[src/rtl/sme_pkg.sv]
// ----------------------------------------------------------------------------
// sme_pkg: shared types and constants for the sensor mismatch fault monitor
// Holds the item and result layouts, register indexes, reset values and
// sensor selection codes used across the monitor's modules.
// ----------------------------------------------------------------------------
`default_nettype none

package sme_pkg;

    localparam int ADIFF_W        = 24;
    localparam int DELTA_W        = 24;
    localparam int TIME_W         = 32;
    localparam int THRESH_W       = 24;
    localparam int CFG_W          = 32;
    localparam int MAX_WINDOW_DEF = 256;

    localparam logic [THRESH_W-1:0] THRESH_RESET = 24'd4575;
    localparam logic [TIME_W-1:0]   TTF_RESET    = 32'd1000;

    // register indexes on the configuration port
    localparam logic REG_THRESHOLD = 1'b0;
    localparam logic REG_TIME_TO_FAULT = 1'b1;

    // item kinds
    localparam logic MODE_SAMPLE  = 1'b0;
    localparam logic MODE_RECOVER = 1'b1;

    // fault kinds
    localparam logic KIND_NONE     = 1'b0;
    localparam logic KIND_MISMATCH = 1'b1;

    // fine sensor selection
    localparam logic [1:0] SEL_PRIMARY = 2'd1;
    localparam logic [1:0] SEL_BACKUP  = 2'd2;

    typedef struct packed {
        logic               mode;
        logic [ADIFF_W-1:0] adiff;
        logic               last_sample;
        logic [TIME_W-1:0]  time_ms;
    } item_t;

    typedef struct packed {
        logic       faulted;
        logic       recovering;
        logic       fault_kind;
        logic [1:0] sensor_select;
        logic       fault_alert;
        logic       window_exceeded;
    } result_t;

endpackage

`default_nettype wire

[src/rtl/sme_front.sv]
// ----------------------------------------------------------------------------
// sme_front: input register
// Forms the absolute angle difference of an incoming item and holds the
// item until the core takes it.
// ----------------------------------------------------------------------------
`default_nettype none

module sme_front (
    input  wire logic                          clk,
    input  wire logic                          rst_n,
    input  wire logic                          in_valid,
    output logic                               in_stall,
    input  wire logic                          mode,
    input  wire logic signed [sme_pkg::DELTA_W-1:0] coarse_delta,
    input  wire logic signed [sme_pkg::DELTA_W-1:0] fine_delta,
    input  wire logic                          last_sample,
    input  wire logic [sme_pkg::TIME_W-1:0]    time_ms,
    input  wire logic                          advance,
    output logic                               item_valid,
    output sme_pkg::item_t                     item
);
    import sme_pkg::*;

    logic                 valid_reg;
    logic                 valid_next;
    item_t                item_reg;
    logic signed [DELTA_W:0] diff;
    logic [DELTA_W:0]     mag;
    logic                 take;

    // fine - coarse spans 25 bits; its magnitude always fits in 24
    assign diff = {fine_delta[DELTA_W-1], fine_delta} - {coarse_delta[DELTA_W-1], coarse_delta};
    assign mag  = diff[DELTA_W] ? (~diff + 1'b1) : diff;

    assign in_stall   = valid_reg && !advance;
    assign take       = in_valid && !in_stall;
    assign valid_next = take ? 1'b1 : (advance ? 1'b0 : valid_reg);

    always_ff @(posedge clk or negedge rst_n)
    begin
        if (!rst_n)
        begin
            valid_reg <= 1'b0;
        end
        else
        begin
            valid_reg <= valid_next;
        end
    end

    always_ff @(posedge clk)
    begin
        if (take)
        begin
            item_reg.mode        <= mode;
            item_reg.adiff       <= mag[ADIFF_W-1:0];
            item_reg.last_sample <= last_sample;
            item_reg.time_ms     <= time_ms;
        end
    end

    assign item_valid = valid_reg;
    assign item       = item_reg;

endmodule

`default_nettype wire

[src/rtl/sme_core.sv]
// ----------------------------------------------------------------------------
// sme_core: window accumulator, persistence timer and fault state
// Holds the configuration registers and all monitor state, and works out
// the result of an item in the cycle it leaves the input register.
// ----------------------------------------------------------------------------
`default_nettype none

module sme_core #(
    parameter int MAX_WINDOW = sme_pkg::MAX_WINDOW_DEF
) (
    input  wire logic                       clk,
    input  wire logic                       rst_n,
    input  wire logic                       cfg_we,
    input  wire logic                       cfg_index,
    input  wire logic [sme_pkg::CFG_W-1:0]  cfg_data,
    input  wire logic                       fire,
    input  wire sme_pkg::item_t             item,
    output logic                            has_result,
    output sme_pkg::result_t                result
);
    import sme_pkg::*;

    localparam int CNT_W  = $clog2(MAX_WINDOW + 1);
    localparam int SUM_W  = ADIFF_W + $clog2(MAX_WINDOW);
    localparam int PROD_W = THRESH_W + CNT_W;
    localparam logic [CNT_W-1:0] CNT_MAX = CNT_W'(MAX_WINDOW);

    logic [THRESH_W-1:0] thresh_reg;
    logic [TIME_W-1:0]   ttf_reg;

    logic [SUM_W-1:0]  sum_reg,  sum_next;
    logic [CNT_W-1:0]  count_reg, count_next;
    logic              latched_reg, latched_next;
    logic              recov_reg, recov_next;
    logic              kind_reg, kind_next;
    logic              persist_reg, persist_next;
    logic [TIME_W-1:0] start_reg, start_next;
    logic              pending_reg, pending_next;
    logic [1:0]        sel_reg, sel_next;

    logic              is_sample;
    logic              window_end;
    logic              add_ok;
    logic [SUM_W-1:0]  sum_acc;
    logic [CNT_W-1:0]  count_acc;
    logic [PROD_W-1:0] limit;
    logic              exceeded;
    logic [TIME_W-1:0] elapsed;
    logic              overdue;
    logic              detected;
    logic              alert;

    assign is_sample  = (item.mode == MODE_SAMPLE);
    assign window_end = is_sample && item.last_sample;

    // samples past the window limit are dropped, the window still ends
    assign add_ok    = !latched_reg && (count_reg < CNT_MAX);
    assign sum_acc   = add_ok ? (sum_reg + SUM_W'(item.adiff)) : sum_reg;
    assign count_acc = add_ok ? (count_reg + 1'b1) : count_reg;
    assign limit     = PROD_W'(thresh_reg) * PROD_W'(count_acc);
    assign exceeded  = !latched_reg && (PROD_W'(sum_acc) > limit);

    assign elapsed  = item.time_ms - start_reg;
    assign overdue  = elapsed > ttf_reg;
    assign detected = exceeded && (persist_reg || recov_reg) && overdue;
    assign alert    = detected && !recov_reg && !latched_reg;

    always_comb
    begin
        sum_next     = sum_reg;
        count_next   = count_reg;
        latched_next = latched_reg;
        recov_next   = recov_reg;
        kind_next    = kind_reg;
        persist_next = persist_reg;
        start_next   = start_reg;
        pending_next = pending_reg;
        sel_next     = sel_reg;

        if (fire)
        begin
            if (!is_sample)
            begin
                pending_next = 1'b1;
            end
            else if (latched_reg)
            begin
                if (item.last_sample)
                begin
                    sum_next   = '0;
                    count_next = '0;
                    if (pending_reg)
                    begin
                        pending_next = 1'b0;
                        if (kind_reg == KIND_MISMATCH)
                        begin
                            sel_next = SEL_BACKUP;
                        end
                        latched_next = 1'b0;
                        recov_next   = 1'b1;
                    end
                end
            end
            else if (!item.last_sample)
            begin
                sum_next   = sum_acc;
                count_next = count_acc;
            end
            else
            begin
                sum_next   = '0;
                count_next = '0;
                // persistence timer
                if (!exceeded)
                begin
                    persist_next = 1'b0;
                end
                else if (!persist_reg && !recov_reg)
                begin
                    start_next   = item.time_ms;
                    persist_next = 1'b1;
                end
                else if (overdue && persist_reg)
                begin
                    persist_next = 1'b0;
                end
                // fault decision
                if (detected)
                begin
                    if (!recov_reg)
                    begin
                        kind_next    = KIND_MISMATCH;
                        latched_next = 1'b1;
                    end
                end
                else
                begin
                    kind_next  = KIND_NONE;
                    recov_next = 1'b0;
                end
            end
        end
    end

    always_ff @(posedge clk or negedge rst_n)
    begin
        if (!rst_n)
        begin
            thresh_reg  <= THRESH_RESET;
            ttf_reg     <= TTF_RESET;
            sum_reg     <= '0;
            count_reg   <= '0;
            latched_reg <= 1'b0;
            recov_reg   <= 1'b0;
            kind_reg    <= KIND_NONE;
            persist_reg <= 1'b0;
            start_reg   <= '0;
            pending_reg <= 1'b0;
            sel_reg     <= SEL_PRIMARY;
        end
        else
        begin
            if (cfg_we)
            begin
                unique case (cfg_index)
                    REG_THRESHOLD:     thresh_reg <= cfg_data[THRESH_W-1:0];
                    REG_TIME_TO_FAULT: ttf_reg    <= cfg_data[TIME_W-1:0];
                    default:           thresh_reg <= thresh_reg;
                endcase
            end
            sum_reg     <= sum_next;
            count_reg   <= count_next;
            latched_reg <= latched_next;
            recov_reg   <= recov_next;
            kind_reg    <= kind_next;
            persist_reg <= persist_next;
            start_reg   <= start_next;
            pending_reg <= pending_next;
            sel_reg     <= sel_next;
        end
    end

    assign has_result = window_end;

    assign result.faulted         = latched_next;
    assign result.recovering      = recov_next;
    assign result.fault_kind      = kind_next;
    assign result.sensor_select   = sel_next;
    assign result.fault_alert     = alert;
    assign result.window_exceeded = exceeded;

    a_alert_latches: assert property (@(posedge clk) disable iff (!rst_n)
        (fire && has_result && result.fault_alert) |=> latched_reg)
        else $error("alert without latched fault");

    a_latch_excl_recov: assert property (@(posedge clk) disable iff (!rst_n)
        !(latched_reg && recov_reg))
        else $error("fault latched while recovering");

    a_count_bound: assert property (@(posedge clk) disable iff (!rst_n)
        count_reg <= CNT_MAX)
        else $error("window count past limit");

    a_sel_code: assert property (@(posedge clk) disable iff (!rst_n)
        (sel_reg == SEL_PRIMARY) || (sel_reg == SEL_BACKUP))
        else $error("bad sensor selection");

    a_window_clears: assert property (@(posedge clk) disable iff (!rst_n)
        (fire && has_result) |=> (count_reg == '0))
        else $error("window not cleared at its end");

endmodule

`default_nettype wire

[src/rtl/sme_out.sv]
// ----------------------------------------------------------------------------
// sme_out: result register
// Holds a finished result until the consumer takes it, and tells the
// front end when the core may hand over a new item.
// ----------------------------------------------------------------------------
`default_nettype none

module sme_out (
    input  wire logic              clk,
    input  wire logic              rst_n,
    input  wire logic              item_valid,
    input  wire logic              has_result,
    input  wire sme_pkg::result_t  result,
    output logic                   advance,
    output logic                   fire,
    output logic                   out_valid,
    input  wire logic              out_stall,
    output sme_pkg::result_t       out_result
);
    import sme_pkg::*;

    logic    valid_reg;
    logic    valid_next;
    logic    load;
    result_t result_reg;

    // free when empty or being taken this cycle
    assign advance = !valid_reg || !out_stall;
    assign fire    = item_valid && advance;
    assign load    = fire && has_result;

    assign valid_next = advance ? load : valid_reg;

    always_ff @(posedge clk or negedge rst_n)
    begin
        if (!rst_n)
        begin
            valid_reg <= 1'b0;
        end
        else
        begin
            valid_reg <= valid_next;
        end
    end

    always_ff @(posedge clk)
    begin
        if (load)
        begin
            result_reg <= result;
        end
    end

    assign out_valid  = valid_reg;
    assign out_result = result_reg;

endmodule

`default_nettype wire

[src/rtl/sensor_mismatch_fault_monitor.sv]
// Throughput: one item per cycle while out_stall does not hold the result register.
// A window's result is loaded when its last sample leaves the input register; the
// window sum, threshold product and timer test settle combinationally in between.
// Recovery commands and samples that do not end a window give no result.
// Reset (rst_n, asynchronous, active low) clears the window and fault state, selects
// the primary sensor and loads the default threshold and time to fault.
// ----------------------------------------------------------------------------
// sensor_mismatch_fault_monitor: top level
// Compares coarse and fine sensor angle deltas over windows and latches a
// mismatch fault when the window mean stays above threshold too long.
// ----------------------------------------------------------------------------
`default_nettype none

module sensor_mismatch_fault_monitor #(
    parameter int MAX_WINDOW = sme_pkg::MAX_WINDOW_DEF
) (
    input  wire logic                               clk,
    input  wire logic                               rst_n,
    input  wire logic                               cfg_we,
    input  wire logic                               cfg_index,
    input  wire logic [sme_pkg::CFG_W-1:0]          cfg_data,
    input  wire logic                               in_valid,
    output logic                                    in_stall,
    input  wire logic                               mode,
    input  wire logic signed [sme_pkg::DELTA_W-1:0] coarse_delta,
    input  wire logic signed [sme_pkg::DELTA_W-1:0] fine_delta,
    input  wire logic                               last_sample,
    input  wire logic [sme_pkg::TIME_W-1:0]         time_ms,
    output logic                                    out_valid,
    input  wire logic                               out_stall,
    output logic                                    faulted,
    output logic                                    recovering,
    output logic                                    fault_kind,
    output logic [1:0]                              sensor_select,
    output logic                                    fault_alert,
    output logic                                    window_exceeded
);
    import sme_pkg::*;

    logic    advance;
    logic    fire;
    logic    item_valid;
    item_t   item;
    logic    has_result;
    result_t result;
    result_t out_result;

    sme_front u_front (
        .clk          (clk),
        .rst_n        (rst_n),
        .in_valid     (in_valid),
        .in_stall     (in_stall),
        .mode         (mode),
        .coarse_delta (coarse_delta),
        .fine_delta   (fine_delta),
        .last_sample  (last_sample),
        .time_ms      (time_ms),
        .advance      (advance),
        .item_valid   (item_valid),
        .item         (item)
    );

    sme_core #(
        .MAX_WINDOW (MAX_WINDOW)
    ) u_core (
        .clk        (clk),
        .rst_n      (rst_n),
        .cfg_we     (cfg_we),
        .cfg_index  (cfg_index),
        .cfg_data   (cfg_data),
        .fire       (fire),
        .item       (item),
        .has_result (has_result),
        .result     (result)
    );

    sme_out u_out (
        .clk        (clk),
        .rst_n      (rst_n),
        .item_valid (item_valid),
        .has_result (has_result),
        .result     (result),
        .advance    (advance),
        .fire       (fire),
        .out_valid  (out_valid),
        .out_stall  (out_stall),
        .out_result (out_result)
    );

    assign faulted         = out_result.faulted;
    assign recovering      = out_result.recovering;
    assign fault_kind      = out_result.fault_kind;
    assign sensor_select   = out_result.sensor_select;
    assign fault_alert     = out_result.fault_alert;
    assign window_exceeded = out_result.window_exceeded;

endmodule

`default_nettype wire
[config.mk]
export PLATFORM = sky130hd
export DESIGN_NAME = sensor_mismatch_fault_monitor
export DESIGN_NICKNAME = d
export VERILOG_FILES = /design/src/rtl/sme_pkg.sv /design/src/rtl/sme_front.sv /design/src/rtl/sme_core.sv /design/src/rtl/sme_out.sv /design/src/rtl/sensor_mismatch_fault_monitor.sv
export SDC_FILE = /design/constraint.sdc
export NUM_CORES = 1
export LEC_CHECK = 0
export BUFFER_PORTS_ARGS = -buffer_cell sky130_fd_sc_hd__buf_4
export CAP_MARGIN = 10
export CELL_PAD_IN_SITES_DETAIL_PLACEMENT = 0
export CELL_PAD_IN_SITES_GLOBAL_PLACEMENT = 1
export CORE_MARGIN = 8
export CORE_UTILIZATION = 30
export DETAILED_ROUTE_END_ITERATION = 8
export PLACE_DENSITY_LB_ADDON = 0.1
export SLEW_MARGIN = 20
export SYNTH_ARGS = -nofsm -noshare
export SYNTH_HDL_FRONTEND = slang
export SYNTH_HIERARCHICAL = 1
export SYNTH_SLANG_ARGS = --single-unit
[constraint.sdc]
create_clock -name clk -period 22.8 [get_ports clk]
set_input_delay 2.28 -clock clk [delete_from_list [all_inputs] [get_ports clk]]
set_output_delay 2.28 -clock clk [all_outputs]
set_load 0.02 [all_outputs]
==> metrics.md <==
| Metric | Value |
|---|---|
| Leakage power figure | 11.2 nW |
| Worst max-slew margin expressed relative to the limit | 0.277 |
| Pin count of the biggest net entering global routing | 84 |
| Cell row count | 96 |
| # Max-Cap Violations | 0 |
| Count of pins over their slew limit | 0 |
| Fraction of registers with async set or reset after synthesis | 0.680 |
| Die extent in x | 278 um |
| Arrival time worst endpoint | 10,740 ps |
| Post-cts hold buffer count | 0 |
| Number of clock sinks | 203 |
| Cell Area, Synth | 20,600 um2 |
| Element type at the critical path start | flop |
| Port-buffer cells | 128 |
| Clock Pin Slew Worst Setup and Hold Paths | 60 ps |
| Time the final worst path needs with I/O delays and setup | 10,320 ps |
| Transition time at the pin with the least slew margin | 1080 ps |
| Min-Delay Path Class | reg -> reg |
| Overall via count from detail_route | 15,421 |
| P&R area growth vs syn | 13.8% |
| Post-route ant nets | 0 |
| Initial antenna violation count | 0 |
| Final-report hold violation count | 0 |
| Gate count of the mapped netlist | 2,198 |
| Via density per instance | 4.82 |
| Total placed cells including tap cells | 3,147 |
| Worst-path cell with the longest stage delay | or2_2 |
| Number of DRC markers in iteration 0 | 825 |
| Vias in the first global route | 16,371 |
| Final WL | 56,300 um |
| Share of final-layout standard cells stronger than drive strength 1 | 0.131 |
| Upper clock frequency limit | 96.9 MHz |
| Total congestion overflow | 0 |
| Placer's final routability congestion estimate | 0.774 |
| Clk Tree Root Cell | clkbuf_16 |
| Nets in the synthesized netlist | 2,674 |
| Fillers | 7,025 |
| Status | complete, no violations |
| Detailed-route DRC error count | 0 |
| Flip-flop count of the largest register, all copies and words added | 58 |
| Initial Util | 0.302 |
| Post-route clock period utilization | 0.453 |
| Inserted Clock Buffers | 27 |
| Synth Warn # | 6 |
| Critical Path Max Stage Delay | 760 ps |
| Area of the core | 68,300 um2 |
| Maximum root-to-sink buffer count | 3 |
| H-tree Lvls | 1 |
| Post-detail-place hpwl | 44,700 um |
| Total Nets Final | 2,770 |
| Top fanout value on the critical path | 43 |
| Power per unit of standard cell area | 117 nW/um2 |
| Endpoints failing setup | 0 |
| Per-cell routed wire length | 17.6 um |
| Final cell area excluding filler cells | 23,400 um2 |
| Synthesized area divided by synthesized cell count | 9.38 um2 |
| TritonCTS clock tree | yes |
| WP data required | 23,220 ps |
| Worst setup EP type | flop |
| Worst IR Drop VDD | 0.0579 mV |
| Primary FF master, synth | dfrtp_1 |
| Setup skew after layout | 35.3 ps |
| Die Area | 77,400 um2 |
| Number of antenna repair diodes | 0 |
| Boundary pin count | 129 |
| FF+latch count, synth | 203 |
| Chip height | 278 um |
| Insertion delay to the later sink of the worst-skew pair | 580 ps |
| Sequential cell area fraction in the yosys report | 0.263 |
| Setup TNS after final layout | 0 ps |
| Setup repair bufs after CTS | 0 |
| Global-route wire length before repair | 91,600 um |
| Setup repair after global routing missed its margin | false |
| Drt pass-1 iters | 5 |
| Number of different library cells in the post-synthesis netlist | 91 |
| Placed Area | 22,500 um2 |
| Final Non-Filler Cells | 3,197 |
| Startpoint-to-endpoint class of the critical path | reg -> reg |
| Total of cells resized after clock tree synthesis | 0 |
| EDFF count, synth | 65 |
| Overall routing resource usage | 0.146 |
| Cell with the most instances on the worst path | fa_1 |
[layout by cell type, fill, tap and decap left out, drive strengths merged, types with 30 or more instances in the layout]
master  netlist  layout
a21o         61      61
a21oi       117     117
and2         51      51
buf          40     147
clkbuf       40      34
dfrtp       122     122
edfxtp       65      65
fa          158     158
ha          198     198
inv         303     304
mux2         88      88
nand2       231     231
nand2b       30      30
nor2         87      87
nor2b       101     101
o21ai        97      97
xnor2        90      90
xor2         40      40
[report_power, final]
group | internal [W] | switching (W)
Combinational | 0.000704 | 0.00106
Clock | 0.000268 | 0.000174
Sequential | 0.000471 | 0.0000746
Total | 0.00144 | 0.00130
[kinds of logic (layout without fill, tap and decap cells)]
logic type / Yosys count / count (layout) / share of synthesized area
AO/OA/AOI/OAI: 426 / 426 / 0.138
XOR/XNOR: 130 / 130 / 0.0552
adder cells (fa/ha/maj): 356 / 356 / 0.274
buffers and inverters: 383 / 500 / 0.0718
flip-flops: 203 / 203 / 0.263
multiplexers: 90 / 90 / 0.0490
AND/OR/NAND/NOR: 610 / 610 / 0.149
[final timing paths]
check                                   start               endpoint  slack (ps)  cells after the start
max                        u_core/latched_reg   u_core/start_reg[16]       12480                     34
min                         u_core/sel_reg[1]      u_core/sel_reg[1]         460                      1
max reg2reg                u_core/latched_reg   u_core/start_reg[16]       12480                     34
min reg2reg                 u_core/sel_reg[1]      u_core/sel_reg[1]         460                      1
max in group asynchronous               rst_n  u_core/thresh_reg[10]       19640                      2
min in group asynchronous               rst_n     u_core/ttf_reg[27]        1790                      1
[Yosys cell counts (all sizes together), types with 11 or more instances]
master | number | share of area
nor2 | 87 | 0.016
dfrtp | 122 | 0.15
a22o | 24 | 0.010
a21o | 61 | 0.022
o21a | 12 | 0.0044
buf | 40 | 0.0093
and3 | 11 | 0.0036
nand2 | 231 | 0.042
ha | 198 | 0.12
nand3 | 28 | 0.0070
fa | 158 | 0.15
o31ai | 11 | 0.0042
dfstp | 16 | 0.020
edfxtp | 65 | 0.095
nand2b | 30 | 0.0091
and2 | 51 | 0.015
nand4 | 20 | 0.0061
nor3 | 20 | 0.0051
nor2b | 101 | 0.031
a211oi | 24 | 0.0092
mux2 | 88 | 0.048
xor2 | 40 | 0.017
a21oi | 117 | 0.029
o21ai | 97 | 0.024
xnor2 | 90 | 0.038
inv | 303 | 0.055
clkbuf | 40 | 0.0073
o21bai | 15 | 0.0055
[stage by stage]
step / worst slack, ps / utilization / hold WS (ps) / power [W]
3_5_place_dp: 12370 / 0.330 / 444 / 0.00233
6_report: 12480 / 0.343 / 465 / 0.00275
5_1_grt: 11680 / 0.343 / 473 / 0.00306
4_1_cts: 12270 / 0.343 / 468 / 0.00280
2_1_floorplan: 14270 / - / 424 / 0.00183
3_3_place_gp: 12550 / 0.330 / 438 / 0.00231
[worst max-delay path: cells and delay by family, from the launching register on]
family | cells | cell delay [ps]
compound gates | 10 | 2820
fa+ha+maj | 6 | 2740
simple gates | 11 | 2380
buf+inv | 4 | 910
flops | 1 | 610
mux | 1 | 380
xor+xnor | 2 | 290
[layout make-up]
class / count / area, um2 / share of cell area
flip-flops and latches: 203 / 5430 / 0.231
well taps: 882 / 1100 / 0.0471
repair buffers: 147 / 1110 / 0.0472
multi-input cells: 1612 / 13800 / 0.586
inverters: 303 / 1140 / 0.0485
clock inverters: 16 / 170 / 0.00726
clock buffers: 34 / 753 / 0.0321
[layer usage]
metal | track usage | part of all wire | up-vias
met3 | 0.0168 | 0.031 | 49
met2 | 0.246 | 0.47 | 251
met4 | 0.0275 | 0.016 | 0
met1 | 0.201 | 0.48 | 7578
met5 | 0 | 0 | -
li1 | - | - | 7543
(Power assumes the default switching activity.)
